<file path="src/rtl/pidaw_pkg.sv">
// Shared types, constants and the control program of the PID controller with anti-windup.
// Depends on nothing; used by pidaw_seq, pidaw_dp and pid_antiwindup_controller_unit.
package pidaw_pkg;

    localparam int STEP_W = 4;
    typedef logic [STEP_W-1:0] step_t;

    // Register indexes of the configuration port.
    localparam int CFG_IDX_W = 3;
    localparam logic [CFG_IDX_W-1:0] REG_PROP_GAIN   = 3'd0;
    localparam logic [CFG_IDX_W-1:0] REG_INTEG_GAIN  = 3'd1;
    localparam logic [CFG_IDX_W-1:0] REG_DERIV_GAIN  = 3'd2;
    localparam logic [CFG_IDX_W-1:0] REG_STEP_TIME   = 3'd3;
    localparam logic [CFG_IDX_W-1:0] REG_STEP_RATE   = 3'd4;
    localparam logic [CFG_IDX_W-1:0] REG_INTEG_START = 3'd5;

    // Constants behind the reset values: integrator preload 230, dt 0.1, 1/dt 10.
    localparam longint INTEG_START_UNITS = 230;
    localparam longint DT_DIVISOR        = 10;
    localparam longint RATE_UNITS        = 10;

    localparam logic signed [63:0] S32_MAX = 64'sd2147483647;
    localparam logic signed [63:0] S32_MIN = -64'sd2147483648;

    // Program step numbers that are jump targets.
    localparam step_t STEP_IDLE    = 4'd0;
    localparam step_t STEP_EMIT    = 4'd9;

    typedef enum logic [2:0] {
        C_NEXT,       // fall through to the next step
        C_ALWAYS,     // jump unconditionally
        C_NO_IN,      // jump while no input beat is taken
        C_OUT_BUSY,   // jump while the output register still holds a beat
        C_NOT_UP      // jump unless the upper clamp fired
    } cond_t;

    typedef enum logic [2:0] {
        A_KP,
        A_KI,
        A_KD,
        A_T,
        A_DIFF
    } a_sel_t;

    typedef enum logic [1:0] {
        B_ERR,
        B_DT,
        B_RATE
    } b_sel_t;

    typedef enum logic [2:0] {
        W_NONE,
        W_PROP,
        W_T,
        W_SCALED,
        W_INC,
        W_DTERM
    } wb_t;

    typedef enum logic [2:0] {
        ALU_NONE,
        ALU_ERR,
        ALU_DIFF,
        ALU_INTEG,
        ALU_SUM,
        ALU_EMIT,
        ALU_RESTORE
    } alu_t;

    typedef struct packed {
        cond_t  cond;
        step_t  target;
        logic   mul_en;
        a_sel_t a_sel;
        b_sel_t b_sel;
        wb_t    wb;
        alu_t   alu;
    } ctrl_t;

    // Status fed back to the sequencer for its conditional jumps.
    typedef struct packed {
        logic in_fire;
        logic out_busy;
        logic clamp_up;
    } seq_flags_t;

    typedef struct packed {
        logic signed [31:0] drive;
        logic               hit_upper;
        logic               hit_lower;
    } result_t;

    function automatic logic signed [31:0] sat32(input logic signed [63:0] v);
        logic signed [31:0] r;
        if (v > S32_MAX)
            r = 32'sh7fffffff;
        else if (v < S32_MIN)
            r = 32'sh80000000;
        else
            r = v[31:0];
        return r;
    endfunction

    // Control program. The multiplier result of one step is written back by
    // the next step, so products overlap with write-backs where possible.
    function automatic ctrl_t prog_word(input step_t step);
        ctrl_t w;
        w = '{cond: C_NEXT, target: STEP_IDLE, mul_en: 1'b0, a_sel: A_KP,
              b_sel: B_ERR, wb: W_NONE, alu: ALU_NONE};
        unique case (step)
            4'd0:
            begin
                w.cond   = C_NO_IN;
                w.target = STEP_IDLE;
                w.alu    = ALU_ERR;
            end
            4'd1:
            begin
                w.mul_en = 1'b1;
                w.a_sel  = A_KP;
                w.b_sel  = B_ERR;
            end
            4'd2:
            begin
                w.wb     = W_PROP;
                w.mul_en = 1'b1;
                w.a_sel  = A_KI;
                w.b_sel  = B_ERR;
            end
            4'd3:
            begin
                w.wb     = W_T;
                w.mul_en = 1'b1;
                w.a_sel  = A_KD;
                w.b_sel  = B_ERR;
            end
            4'd4:
            begin
                w.wb     = W_SCALED;
                w.mul_en = 1'b1;
                w.a_sel  = A_T;
                w.b_sel  = B_DT;
            end
            4'd5:
            begin
                w.wb  = W_INC;
                w.alu = ALU_DIFF;
            end
            4'd6:
            begin
                w.mul_en = 1'b1;
                w.a_sel  = A_DIFF;
                w.b_sel  = B_RATE;
                w.alu    = ALU_INTEG;
            end
            4'd7:
            begin
                w.wb = W_DTERM;
            end
            4'd8:
            begin
                w.alu = ALU_SUM;
            end
            4'd9:
            begin
                w.cond   = C_OUT_BUSY;
                w.target = STEP_EMIT;
                w.alu    = ALU_EMIT;
            end
            4'd10:
            begin
                w.cond   = C_NOT_UP;
                w.target = STEP_IDLE;
            end
            4'd11:
            begin
                w.cond   = C_ALWAYS;
                w.target = STEP_IDLE;
                w.alu    = ALU_RESTORE;
            end
            default:
            begin
                w.cond   = C_ALWAYS;
                w.target = STEP_IDLE;
            end
        endcase
        return w;
    endfunction

endpackage

</file>
<file path="src/rtl/pidaw_seq.sv">
// Microcode sequencer: step counter, program table and conditional jumps.
// Depends on pidaw_pkg.
module pidaw_seq (
    input  logic                   clk,
    input  logic                   rst_n,
    input  pidaw_pkg::seq_flags_t  flags,
    output pidaw_pkg::ctrl_t       ctrl
);
    import pidaw_pkg::*;

    step_t step_reg;
    step_t step_next;
    logic  take;

    assign ctrl = prog_word(step_reg);

    always_comb
    begin
        unique case (ctrl.cond)
            C_NEXT:     take = 1'b0;
            C_ALWAYS:   take = 1'b1;
            C_NO_IN:    take = !flags.in_fire;
            C_OUT_BUSY: take = flags.out_busy;
            C_NOT_UP:   take = !flags.clamp_up;
            default:    take = 1'b1;
        endcase
    end

    always_comb
    begin
        if (take)
            step_next = ctrl.target;
        else
            step_next = step_reg + step_t'(1);
    end

    always_ff @(posedge clk or negedge rst_n)
    begin
        if (!rst_n)
            step_reg <= STEP_IDLE;
        else
            step_reg <= step_next;
    end

endmodule

</file>
<file path="src/rtl/pidaw_dp.sv">
// Datapath: one shared 32x32 multiplier, saturating adders and the controller state.
// Depends on pidaw_pkg; driven by control words from pidaw_seq.
module pidaw_dp #(
    parameter int FRAC_BITS = 16
) (
    input  logic                clk,
    input  logic                rst_n,
    input  pidaw_pkg::ctrl_t    ctrl,
    input  logic                in_fire,
    input  logic signed [31:0]  target,
    input  logic signed [31:0]  measured,
    input  logic signed [15:0]  out_limit,
    input  logic signed [31:0]  prop_gain,
    input  logic signed [31:0]  integ_gain,
    input  logic signed [31:0]  deriv_gain,
    input  logic [30:0]         step_time,
    input  logic [30:0]         step_rate,
    input  logic                integ_load,
    input  logic signed [31:0]  integ_value,
    output pidaw_pkg::result_t  res
);
    import pidaw_pkg::*;

    localparam longint INTEG_RAW = INTEG_START_UNITS <<< FRAC_BITS;
    localparam logic signed [31:0] INTEG_RST =
        (INTEG_RAW > 64'sd2147483647) ? 32'sh7fffffff : 32'(INTEG_RAW);

    logic signed [31:0] err_reg, prop_reg, t_reg, scaled_reg, inc_reg;
    logic signed [31:0] diff_reg, dterm_reg, old_reg;
    logic signed [31:0] integ_reg, prev_reg;
    logic signed [33:0] sum_reg;
    logic signed [15:0] lim_reg;
    logic signed [63:0] prod_reg;

    logic signed [31:0] a_op, b_op, fm;
    logic signed [63:0] mul_full, sum_w, lim_q;
    logic signed [32:0] err_diff;
    logic               up, lo;

    always_comb
    begin
        unique case (ctrl.a_sel)
            A_KP:    a_op = prop_gain;
            A_KI:    a_op = integ_gain;
            A_KD:    a_op = deriv_gain;
            A_T:     a_op = t_reg;
            A_DIFF:  a_op = diff_reg;
            default: a_op = prop_gain;
        endcase
        unique case (ctrl.b_sel)
            B_ERR:   b_op = err_reg;
            B_DT:    b_op = $signed({1'b0, step_time});
            B_RATE:  b_op = $signed({1'b0, step_rate});
            default: b_op = err_reg;
        endcase
    end

    assign mul_full = 64'(a_op) * 64'(b_op);
    // Arithmetic shift rounds toward minus infinity, then saturate.
    assign fm       = sat32(prod_reg >>> FRAC_BITS);
    assign err_diff = 33'(target) - 33'(measured);

    assign sum_w = 64'(sum_reg);
    assign lim_q = 64'(lim_reg) <<< FRAC_BITS;
    assign up    = (sum_w > lim_q) && (inc_reg > 32'sd0);
    assign lo    = (sum_reg < 34'sd0) && (inc_reg < 32'sd0);

    always_comb
    begin
        res.hit_upper = up;
        res.hit_lower = !up && lo;
        if (up)
            res.drive = sat32(lim_q);
        else if (lo)
            res.drive = 32'sd0;
        else
            res.drive = sat32(sum_w);
    end

    // Operand and product registers: no reset needed.
    always_ff @(posedge clk)
    begin
        if (ctrl.mul_en)
            prod_reg <= mul_full;
        if (ctrl.alu == ALU_ERR && in_fire)
        begin
            err_reg <= sat32(64'(err_diff));
            lim_reg <= out_limit;
        end
        case (ctrl.wb)
            W_PROP:   prop_reg   <= fm;
            W_T:      t_reg      <= fm;
            W_SCALED: scaled_reg <= fm;
            W_INC:    inc_reg    <= fm;
            W_DTERM:  dterm_reg  <= fm;
            default:  ;
        endcase
        if (ctrl.alu == ALU_DIFF)
            diff_reg <= sat32(64'(scaled_reg) - 64'(prev_reg));
        if (ctrl.alu == ALU_INTEG)
            old_reg <= integ_reg;
        if (ctrl.alu == ALU_SUM)
            sum_reg <= 34'(prop_reg) + 34'(integ_reg) + 34'(dterm_reg);
    end

    // Controller state carried from item to item.
    always_ff @(posedge clk or negedge rst_n)
    begin
        if (!rst_n)
        begin
            integ_reg <= INTEG_RST;
            prev_reg  <= 32'sd0;
        end
        else if (integ_load)
            integ_reg <= integ_value;
        else if (ctrl.alu == ALU_INTEG)
        begin
            integ_reg <= sat32(64'(integ_reg) + 64'(inc_reg));
            prev_reg  <= scaled_reg;
        end
        else if (ctrl.alu == ALU_RESTORE)
            integ_reg <= old_reg;
    end

endmodule

</file>
<file path="src/rtl/pid_antiwindup_controller_unit.sv">
// Top level of the PID controller with anti-windup: stream ports, configuration
// registers and output register. Depends on pidaw_pkg, pidaw_seq and pidaw_dp.
//
// Usage. Each beat on the s_ group carries one sample: a setpoint, a measured
// value (both signed fixed point with FRAC_BITS fraction bits) and an integer
// upper output limit. Each sample gives exactly one beat on the m_ group: the
// controller output on m_tdata and the clamp flags on m_tuser.
// Gains, dt, 1/dt and the integrator preload are written through cfg_we,
// cfg_index and cfg_data while the block is idle; writing the preload also
// loads the integrator. Indexes beyond the list are ignored.
// Timing. A small microcode program steps one shared 32x32 multiplier through
// the five products of the control law, one product per step. A new input beat
// is taken only once the program is back in its idle step, after the previous
// result has been emitted and, when the upper clamp fired, the integrator restored.
// Reset. Configuration returns to gains of zero, dt 0.1, 1/dt 10 and the
// integrator to 230; the previous scaled error is cleared; no beat is pending.
// Stalls. The result waits in an output register while m_tready is low; the
// next sample is still taken and worked on, and the program only holds at its
// emit step if the earlier result has not yet been taken.
module pid_antiwindup_controller_unit #(
    parameter int FRAC_BITS = 16
) (
    input  logic        clk,
    input  logic        rst_n,
    // Input stream.
    input  logic        s_tvalid,
    output logic        s_tready,
    input  logic [79:0] s_tdata,   // [31:0] target, [63:32] measured, [79:64] out_limit
    // Output stream.
    output logic        m_tvalid,
    input  logic        m_tready,
    output logic [31:0] m_tdata,   // [31:0] drive
    output logic [1:0]  m_tuser,   // [0] hit_upper, [1] hit_lower
    // Configuration write port.
    input  logic        cfg_we,
    input  logic [2:0]  cfg_index,
    input  logic [31:0] cfg_data
);
    import pidaw_pkg::*;

    localparam longint ONE_Q = longint'(1) <<< FRAC_BITS;
    localparam logic [30:0] STEP_TIME_RST = 31'((ONE_Q + DT_DIVISOR / 2) / DT_DIVISOR);
    localparam logic [30:0] STEP_RATE_RST = 31'(RATE_UNITS * ONE_Q);

    logic signed [31:0] prop_gain_reg, integ_gain_reg, deriv_gain_reg;
    logic [30:0]        step_time_reg, step_rate_reg;

    ctrl_t      ctrl;
    seq_flags_t flags;
    result_t    res;

    logic        in_fire, out_busy, emit, integ_load;
    logic        m_tvalid_reg, m_tvalid_next;
    logic [31:0] drive_reg;
    logic [1:0]  flags_reg;

    // The sequencer waits for a beat only in its idle step.
    assign s_tready = (ctrl.cond == C_NO_IN);
    assign in_fire  = s_tvalid && s_tready;
    assign out_busy = m_tvalid_reg && !m_tready;
    assign emit     = (ctrl.alu == ALU_EMIT) && !out_busy;

    always_comb
    begin
        flags.in_fire  = in_fire;
        flags.out_busy = out_busy;
        flags.clamp_up = res.hit_upper;
    end

    pidaw_seq u_seq (
        .clk   (clk),
        .rst_n (rst_n),
        .flags (flags),
        .ctrl  (ctrl)
    );

    assign integ_load = cfg_we && (cfg_index == REG_INTEG_START);

    pidaw_dp #(
        .FRAC_BITS (FRAC_BITS)
    ) u_dp (
        .clk         (clk),
        .rst_n       (rst_n),
        .ctrl        (ctrl),
        .in_fire     (in_fire),
        .target      ($signed(s_tdata[31:0])),
        .measured    ($signed(s_tdata[63:32])),
        .out_limit   ($signed(s_tdata[79:64])),
        .prop_gain   (prop_gain_reg),
        .integ_gain  (integ_gain_reg),
        .deriv_gain  (deriv_gain_reg),
        .step_time   (step_time_reg),
        .step_rate   (step_rate_reg),
        .integ_load  (integ_load),
        .integ_value ($signed(cfg_data)),
        .res         (res)
    );

    // Configuration registers; the preload lives only in the integrator.
    always_ff @(posedge clk or negedge rst_n)
    begin
        if (!rst_n)
        begin
            prop_gain_reg  <= 32'sd0;
            integ_gain_reg <= 32'sd0;
            deriv_gain_reg <= 32'sd0;
            step_time_reg  <= STEP_TIME_RST;
            step_rate_reg  <= STEP_RATE_RST;
        end
        else if (cfg_we)
        begin
            case (cfg_index)
                REG_PROP_GAIN:  prop_gain_reg  <= $signed(cfg_data);
                REG_INTEG_GAIN: integ_gain_reg <= $signed(cfg_data);
                REG_DERIV_GAIN: deriv_gain_reg <= $signed(cfg_data);
                REG_STEP_TIME:  step_time_reg  <= cfg_data[30:0];
                REG_STEP_RATE:  step_rate_reg  <= cfg_data[30:0];
                default:        ;
            endcase
        end
    end

    // Output register: a new result loads only once the old one has gone.
    always_comb
    begin
        if (emit)
            m_tvalid_next = 1'b1;
        else if (m_tready)
            m_tvalid_next = 1'b0;
        else
            m_tvalid_next = m_tvalid_reg;
    end

    always_ff @(posedge clk or negedge rst_n)
    begin
        if (!rst_n)
            m_tvalid_reg <= 1'b0;
        else
            m_tvalid_reg <= m_tvalid_next;
    end

    always_ff @(posedge clk)
    begin
        if (emit)
        begin
            drive_reg <= res.drive;
            flags_reg <= {res.hit_lower, res.hit_upper};
        end
    end

    assign m_tvalid = m_tvalid_reg;
    assign m_tdata  = drive_reg;
    assign m_tuser  = flags_reg;

`ifndef SYNTHESIS
    // After a sample is taken the program must leave its idle step.
    assert property (@(posedge clk) disable iff (!rst_n) in_fire |=> !s_tready)
        else $error("input still accepted in the cycle after a sample was taken");

    // A new result beat only appears after the emit step loaded it.
    assert property (@(posedge clk) disable iff (!rst_n)
        $rose(m_tvalid) |-> $past(ctrl.alu == ALU_EMIT))
        else $error("result beat appeared without an emit step");

    // The two clamps exclude each other.
    assert property (@(posedge clk) disable iff (!rst_n)
        m_tvalid |-> !(m_tuser[0] && m_tuser[1]))
        else $error("upper and lower clamp flagged together");

    // A lower clamp always drives zero.
    assert property (@(posedge clk) disable iff (!rst_n)
        (m_tvalid && m_tuser[1]) |-> (m_tdata == 32'd0))
        else $error("lower clamp with nonzero drive");
`endif

endmodule
</file>
<file path="config.mk">
export PLATFORM = sky130hd
export DESIGN_NAME = pid_antiwindup_controller_unit
export DESIGN_NICKNAME = d
export VERILOG_FILES = /design/src/rtl/pidaw_pkg.sv /design/src/rtl/pidaw_seq.sv /design/src/rtl/pidaw_dp.sv /design/src/rtl/pid_antiwindup_controller_unit.sv
export SDC_FILE = /design/constraint.sdc
export NUM_CORES = 2
export LEC_CHECK = 0
export BUFFER_PORTS_ARGS = -buffer_cell sky130_fd_sc_hd__buf_4
export CORE_ASPECT_RATIO = 0.9
export CORE_MARGIN = 2
export CORE_UTILIZATION = 42
export CTS_CLUSTER_DIAMETER = 100
export DETAILED_ROUTE_END_ITERATION = 10
export GPL_ROUTABILITY_DRIVEN = 0
export SYNTH_ARGS = -nofsm -noshare
export SYNTH_HDL_FRONTEND = slang
export SYNTH_SLANG_ARGS = --single-unit
</file>
<file path="constraint.sdc">
create_clock -name clk -period 15.5 [get_ports clk]
set_input_delay 3.1 -clock clk [delete_from_list [all_inputs] [get_ports clk]]
set_output_delay 3.1 -clock clk [all_outputs]
set_load 0.05 [all_outputs]
</file>
[Word-level counts from Yosys, hierarchy flattened]
Cells that the tools add are included.
Storage, ports and cells
  word-level logic and storage cells: 131
  latch bits: 0
  flip-flop bits (word level): 631
  memory bits (writable): 0
  ROM bits: 0
  memories: 0
  bits of input ports: 120
  output and inout port bits: 36
Cells by class
  add/subtract/negate cells: 6
  div/mod/pow operators: 0
  bitwise operators: 1
  shift-type cells: 0
  reductions and logical operators: 24
  muxes and demuxes: 25
  magnitude comparators: 16
  eq/ne operators: 36
  $mul: 1
Operators by type and width (number)
  two-way mux 32 bit: 15
  > comparator 64 x 32 -> 1 bit, second input constant: 2
  < comparator 64 x 32 -> 1 bit, second input constant: 2
  one-hot mux 32 bit (4 select lines): 1
  adder 32 x 32 -> 33 bit: 2
  subtractor 32 x 32 -> 33 bit: 2
  multiplier 32 x 32 -> 64 bit: 1
  one-hot mux 32 bit (2 select lines): 1
  > comparator 48 x 32 -> 1 bit, second input constant: 1
  < comparator 48 x 32 -> 1 bit, second input constant: 1
  adder 33 x 32 -> 34 bit: 1
  > comparator 34 x 32 -> 1 bit: 1
  > comparator 34 x 32 -> 1 bit, second input constant: 1
  < comparator 34 x 1 -> 1 bit, second input constant: 1
  < comparator 34 x 32 -> 1 bit, second input constant: 1
  > comparator 33 x 32 -> 1 bit, second input constant: 1
  < comparator 33 x 32 -> 1 bit, second input constant: 1
  > comparator 32 x 1 -> 1 bit, second input constant: 1
  > comparator 32 bit, second input constant: 1
  < comparator 32 x 1 -> 1 bit, second input constant: 1
  < comparator 32 bit, second input constant: 1
  == test 3 x 2 -> 1 bit, second input constant: 10
  one-hot mux 6 bit (5 select lines): 1
  one-hot mux 7 bit (4 select lines): 1
  23 further kinds: 58

[Depth between registers and ports, before layout]
  word-level depth: 8
  gate-level depth with buffers: 43
  gate-level depth less buffers: 37

[Modules after synthesis]
Synthesis repeated with hierarchy kept, for this count alone.
Unflattened totals
  cells, all modules: 6622
  area total of the unflattened synthesis: 67317.1 sq um
By module, submodules not included
  pidaw_dp: area each 59582.1 sq um, seq. area each 12238.0 sq um, cells an instance 6178, instances 1
  pid_antiwindup_controller_unit: area each 7221.9 sq um, seq. area each 5011.1 sq um, cells an instance 380, instances 1
  pidaw_seq: area each 513.0 sq um, seq. area each 100.1 sq um, cells an instance 64, instances 1

[Worst setup path after synthesis]
Ideal clock, no wire load.
  path type: register -> register
  from: register u_seq.step_reg[0]
  to: register u_dp.prod_reg[56], data pin
  period minus slack after synthesis: 10.145 ns
  path slack: 5.355 ns
  data required time: 15.238 ns
  arrival: 9.883 ns
  buffers on the path: 4
  stages on the path, launching flop included: 38
  setup time: 0.262 ns
  cell sequence: dfrtp_1 > inv_1 > ha_1 > inv_1 > and3_1 > clkbuf_1 > clkbuf_1 > a22oi_1 > nand2_1 > a221o_1 > clkbuf_1 > nand2_1 > fa_1 > inv_1 > fa_1 > inv_1 > fa_1 > fa_1 > (+2 left out) > fa_1 > fa_1 > inv_1 > fa_1 > inv_1 > ha_1 > clkbuf_1 > a21o_1 > a21oi_1 > nor2b_1 > o41a_1 > a221oi_1 > o21ai_0 > a2111oi_2 > nor2_1 > a211oi_1 > o21ai_1 > xor2_1
On the way
  longest elaborated chain between the ends: 5
  elaborated cells between the ends (all ways): 15
  classes of those cells: mul (1); eq/ne (11); mux (3)
Ends and longest elaborated chain
  start, declared: line pidaw_seq.sv:11  | step_t step_reg;
  start signal, assigned: line pidaw_seq.sv:42  | step_reg <= step_next;
  == test 4 x 3 -> 1 bit, or another cell as far along: line pidaw_pkg.sv:110  | unique case (step)
  one-hot mux 6 bit (5 select lines) (*): line pidaw_pkg.sv:110
  == test 3 bit, or another cell as far along: line pidaw_dp.sv:42  | unique case (ctrl.a_sel)
  one-hot mux 32 bit (4 select lines) or one-hot mux 32 bit (2 select lines) (tied branches): line pidaw_dp.sv:42, pidaw_dp.sv:50
  multiplier 32 x 32 -> 64 bit (*): line pidaw_dp.sv:58  | assign mul_full = 64'(a_op) * 64'(b_op);
  net u_dp.mul_full[56]: line pidaw_dp.sv:36  | logic signed [63:0] mul_full, sum_w, lim_q;
  end signal, assigned: line pidaw_dp.sv:84  | prod_reg <= mul_full;
  end, declared: line pidaw_dp.sv:33  | logic signed [63:0] prod_reg;
Mark *: on every way through the listed nets, which the timed path passes. The rest lies on a longest branch.
A chain may end at the register's enable or synchronous reset.

[Worst setup path after layout]
Same ends and word-level chain as after synthesis.

==> reports/results.txt <==
Status: finished clean
Slew headroom: 0.0785
Largest family of logic cells by synthesized area: adder cells
Vias in the first global route: 51400
Drt first pass iters: 6
Largest fanout on the critical path: 61
CTS sink count: 615
Worst Path Arrival: 12.43 ns
# rows: 138
Setup Skew: 0.0297 ns
Crit share post-route: 0.777
Width of the die: 424 um
Post-synth EDFFs: 388
CTS tree: built
DR vias/cell: 5.63
Total number of vias: 49900
Maximum clock frequency: 83.0 MHz
Final routed DRC violation total: 0
Die ar.: 162000 um^2
Cell Area, Synth: 66800 um^2
Mux cell area share after synthesis: 0.0293
CTS H-tree lvls: 2
Slew Limit Fails: 0
Pin count of the biggest net entering global routing: 112
CP max stage delay: 0.66 ns
Prevailing post-synth register cell: edfxtp_1
ANT nets after route: 0
Global-route wire length before repair: 327 mm
Detailed Place HPWL: 164 mm
Most used cells in the layout excluding fill and tap cells: inv_1 (1233), fa_1 (1117), nand2_1 (731)
Final setup violating endpoints: 0
Worst-case clock buffer depth: 3
Syn_nets: 8220
Max reg flops: 48
Initial Util: 0.424
Antenna violations before repair: 10
Setup crit end: u_dp.prod_reg[56]$_DFFE_PN_
CTS clk-pin slew, worst paths: 0.07 ns
Layout net count: 8285
Global route total overflow: 0
Yosys warning total: 0
P&R area growth vs syn: 9.15%
Post-DR wirelength/cell: 24.2 um
Post-Synth XOR/XNOR Area: 0.0218
CTS hold repair buffers: 0
Critical path type: flip-flop to flip-flop
Startpoint types: flip-flop
Reg-to-Reg Start: u_seq.step_reg[0]$_DFF_PN0_
Setup_tns: 0 ns
Commonest non-fill, non-tap cell in the layout: inv_1
Final hold violation count: 0
R2r endpoint: u_dp.prod_reg[56]$_DFFE_PN_
Unique masters post-synth: 88
Root buffer cell: clkbuf_16
Worst path most repeated cell: fa_1
Placed Cells: 8755
Post-synthesis compound-gate area fraction: 0.0970
Io pins: 156
Buffers on Ports: 155
Number of DRC markers in iteration 0: 5017
RSZ-0062 raised after global routing: false
Max Cap Viol: 0
Simple-Gate Fraction of Synth Area: 0.107
Sequential fraction of the synthesis area: 0.260
GR Util All Layers: 0.268
Final non-filler cell total: 8870
Fin crit period: 12.05 ns
Reg2Reg Setup Slack: 3.45 ns
Slowest cell on crit path: a221oi_1
Ratio of cells with drive above 1 in the final layout: 0.103
Post-CTS setup buffers: 0
TritonCTS Buffers: 58
Actual slew at the worst max-slew pin: 1.37 ns
Total routed wirelength: 214 mm
Hold/Removal Path Class: flip-flop to flip-flop
Clk_lat worst skew: 0.64 ns
Synth Instances: 6650
FF+latch count, synth: 615
Post-Synth Adder-Cell Area: 0.399
Post-CTS Resized: 0
Worst reg2reg path depth: 35
Async set-reset flop share out of synthesis: 0.369
Critical Path End Type: flip-flop
Core area: 157000 um^2
Die height: 382 um
Post-synthesis average cell area: 10.0 um^2
Worst endpoint required time: 15.89 ns
Crit path from: u_seq.step_reg[0]$_DFF_PN0_
[stage by stage]
step	setup slack, ns	hold slack [ns]	util	instance area [um^2]
2_1_floorplan	5.36	0.455	-	66800
3_3_place_gp	3.91	0.471	0.451	71000
3_5_place_dp	3.67	0.474	0.451	71000
4_1_cts	3.60	0.493	0.463	72800
5_1_grt	2.90	0.518	0.463	72900
6_report	3.45	0.493	0.463	72900
[cell families (layout without fill, tap and decap cells)]
logic type | count (synthesis) | count (layout)
buffers and inverters | 1534 | 1648
adder cells (fa/ha/maj) | 1461 | 1461
flip-flops | 615 | 615
other | 0 | 6
multiplexers | 174 | 174
AO/OA/AOI/OAI | 999 | 999
XOR/XNOR | 166 | 166
AND/OR/NAND/NOR | 1701 | 1701
[per-layer routing]
layer / part of all wire / wire length [um] / track usage
met5: 0.00023 / 50 / 0
met3: 0.11 / 23800 / 0.0663
met2: 0.43 / 91900 / 0.399
met4: 0.042 / 9000 / 0.0913
met1: 0.42 / 89400 / 0.382
[how the worst min path moves through the flow]
stage	from	depth (start not counted)	slack, ns	endpoint
final	u_dp.scaled_reg[17]$_DFFE_PN_	2	0.49	u_dp.prev_reg[17]$_DFFE_PN0P_
after global routing	step_time_reg[18]$_DFFE_PN0P_	1	0.52	step_time_reg[18]$_DFFE_PN0P_
after CTS	u_dp.scaled_reg[17]$_DFFE_PN_	2	0.49	u_dp.prev_reg[17]$_DFFE_PN0P_
after detailed placement	u_dp.scaled_reg[6]$_DFFE_PN_	2	0.47	u_dp.prev_reg[6]$_DFFE_PN0P_
after global placement	u_dp.scaled_reg[10]$_DFFE_PN_	2	0.47	u_dp.prev_reg[10]$_DFFE_PN0P_
after floorplan	u_dp.prev_reg[0]$_DFFE_PN0P_	2	0.46	u_dp.prev_reg[0]$_DFFE_PN0P_
[critical path, delay by kind of cell (launching register included)]
kind | cells | cell delay (ns)
xor+xnor | 1 | 0.15
compound gates | 10 | 2.93
fa+ha+maj | 11 | 5.66
buf+inv | 9 | 1.61
flops | 1 | 0.43
simple gates | 4 | 0.80
[synth_stat cells, types with 35 or more instances]
library cell / n / area, um^2
a21o_1: 146 / 1100
a21oi_1: 296 / 1480
a221oi_1: 35 / 307
a22oi_1: 60 / 450
clkbuf_1: 270 / 1010
dfrtp_1: 213 / 5330
edfxtp_1: 388 / 11700
fa_1: 1117 / 22400
ha_1: 333 / 4170
inv_1: 1234 / 4630
mux2_2: 173 / 1950
nand2_1: 732 / 2750
nand2b_1: 41 / 257
nand3_1: 42 / 210
nor2_1: 668 / 2510
o21ai_0: 183 / 916
xnor2_1: 118 / 1030
xor2_1: 48 / 420
[cell type report]
type	instances	area (um^2)
diodes	6	15.0
well taps	2100	2630
multi-input cells	4501	44100
clock inverters	26	200
repair buffers	303	2280
flip-flops and latches	615	17300
fillers	14900	84600
inverters	1236	4640
clock buffers	83	1680
Power is not shown: default switching activity piles up to over one toggle a cycle in this logic, so the estimate is an artifact.
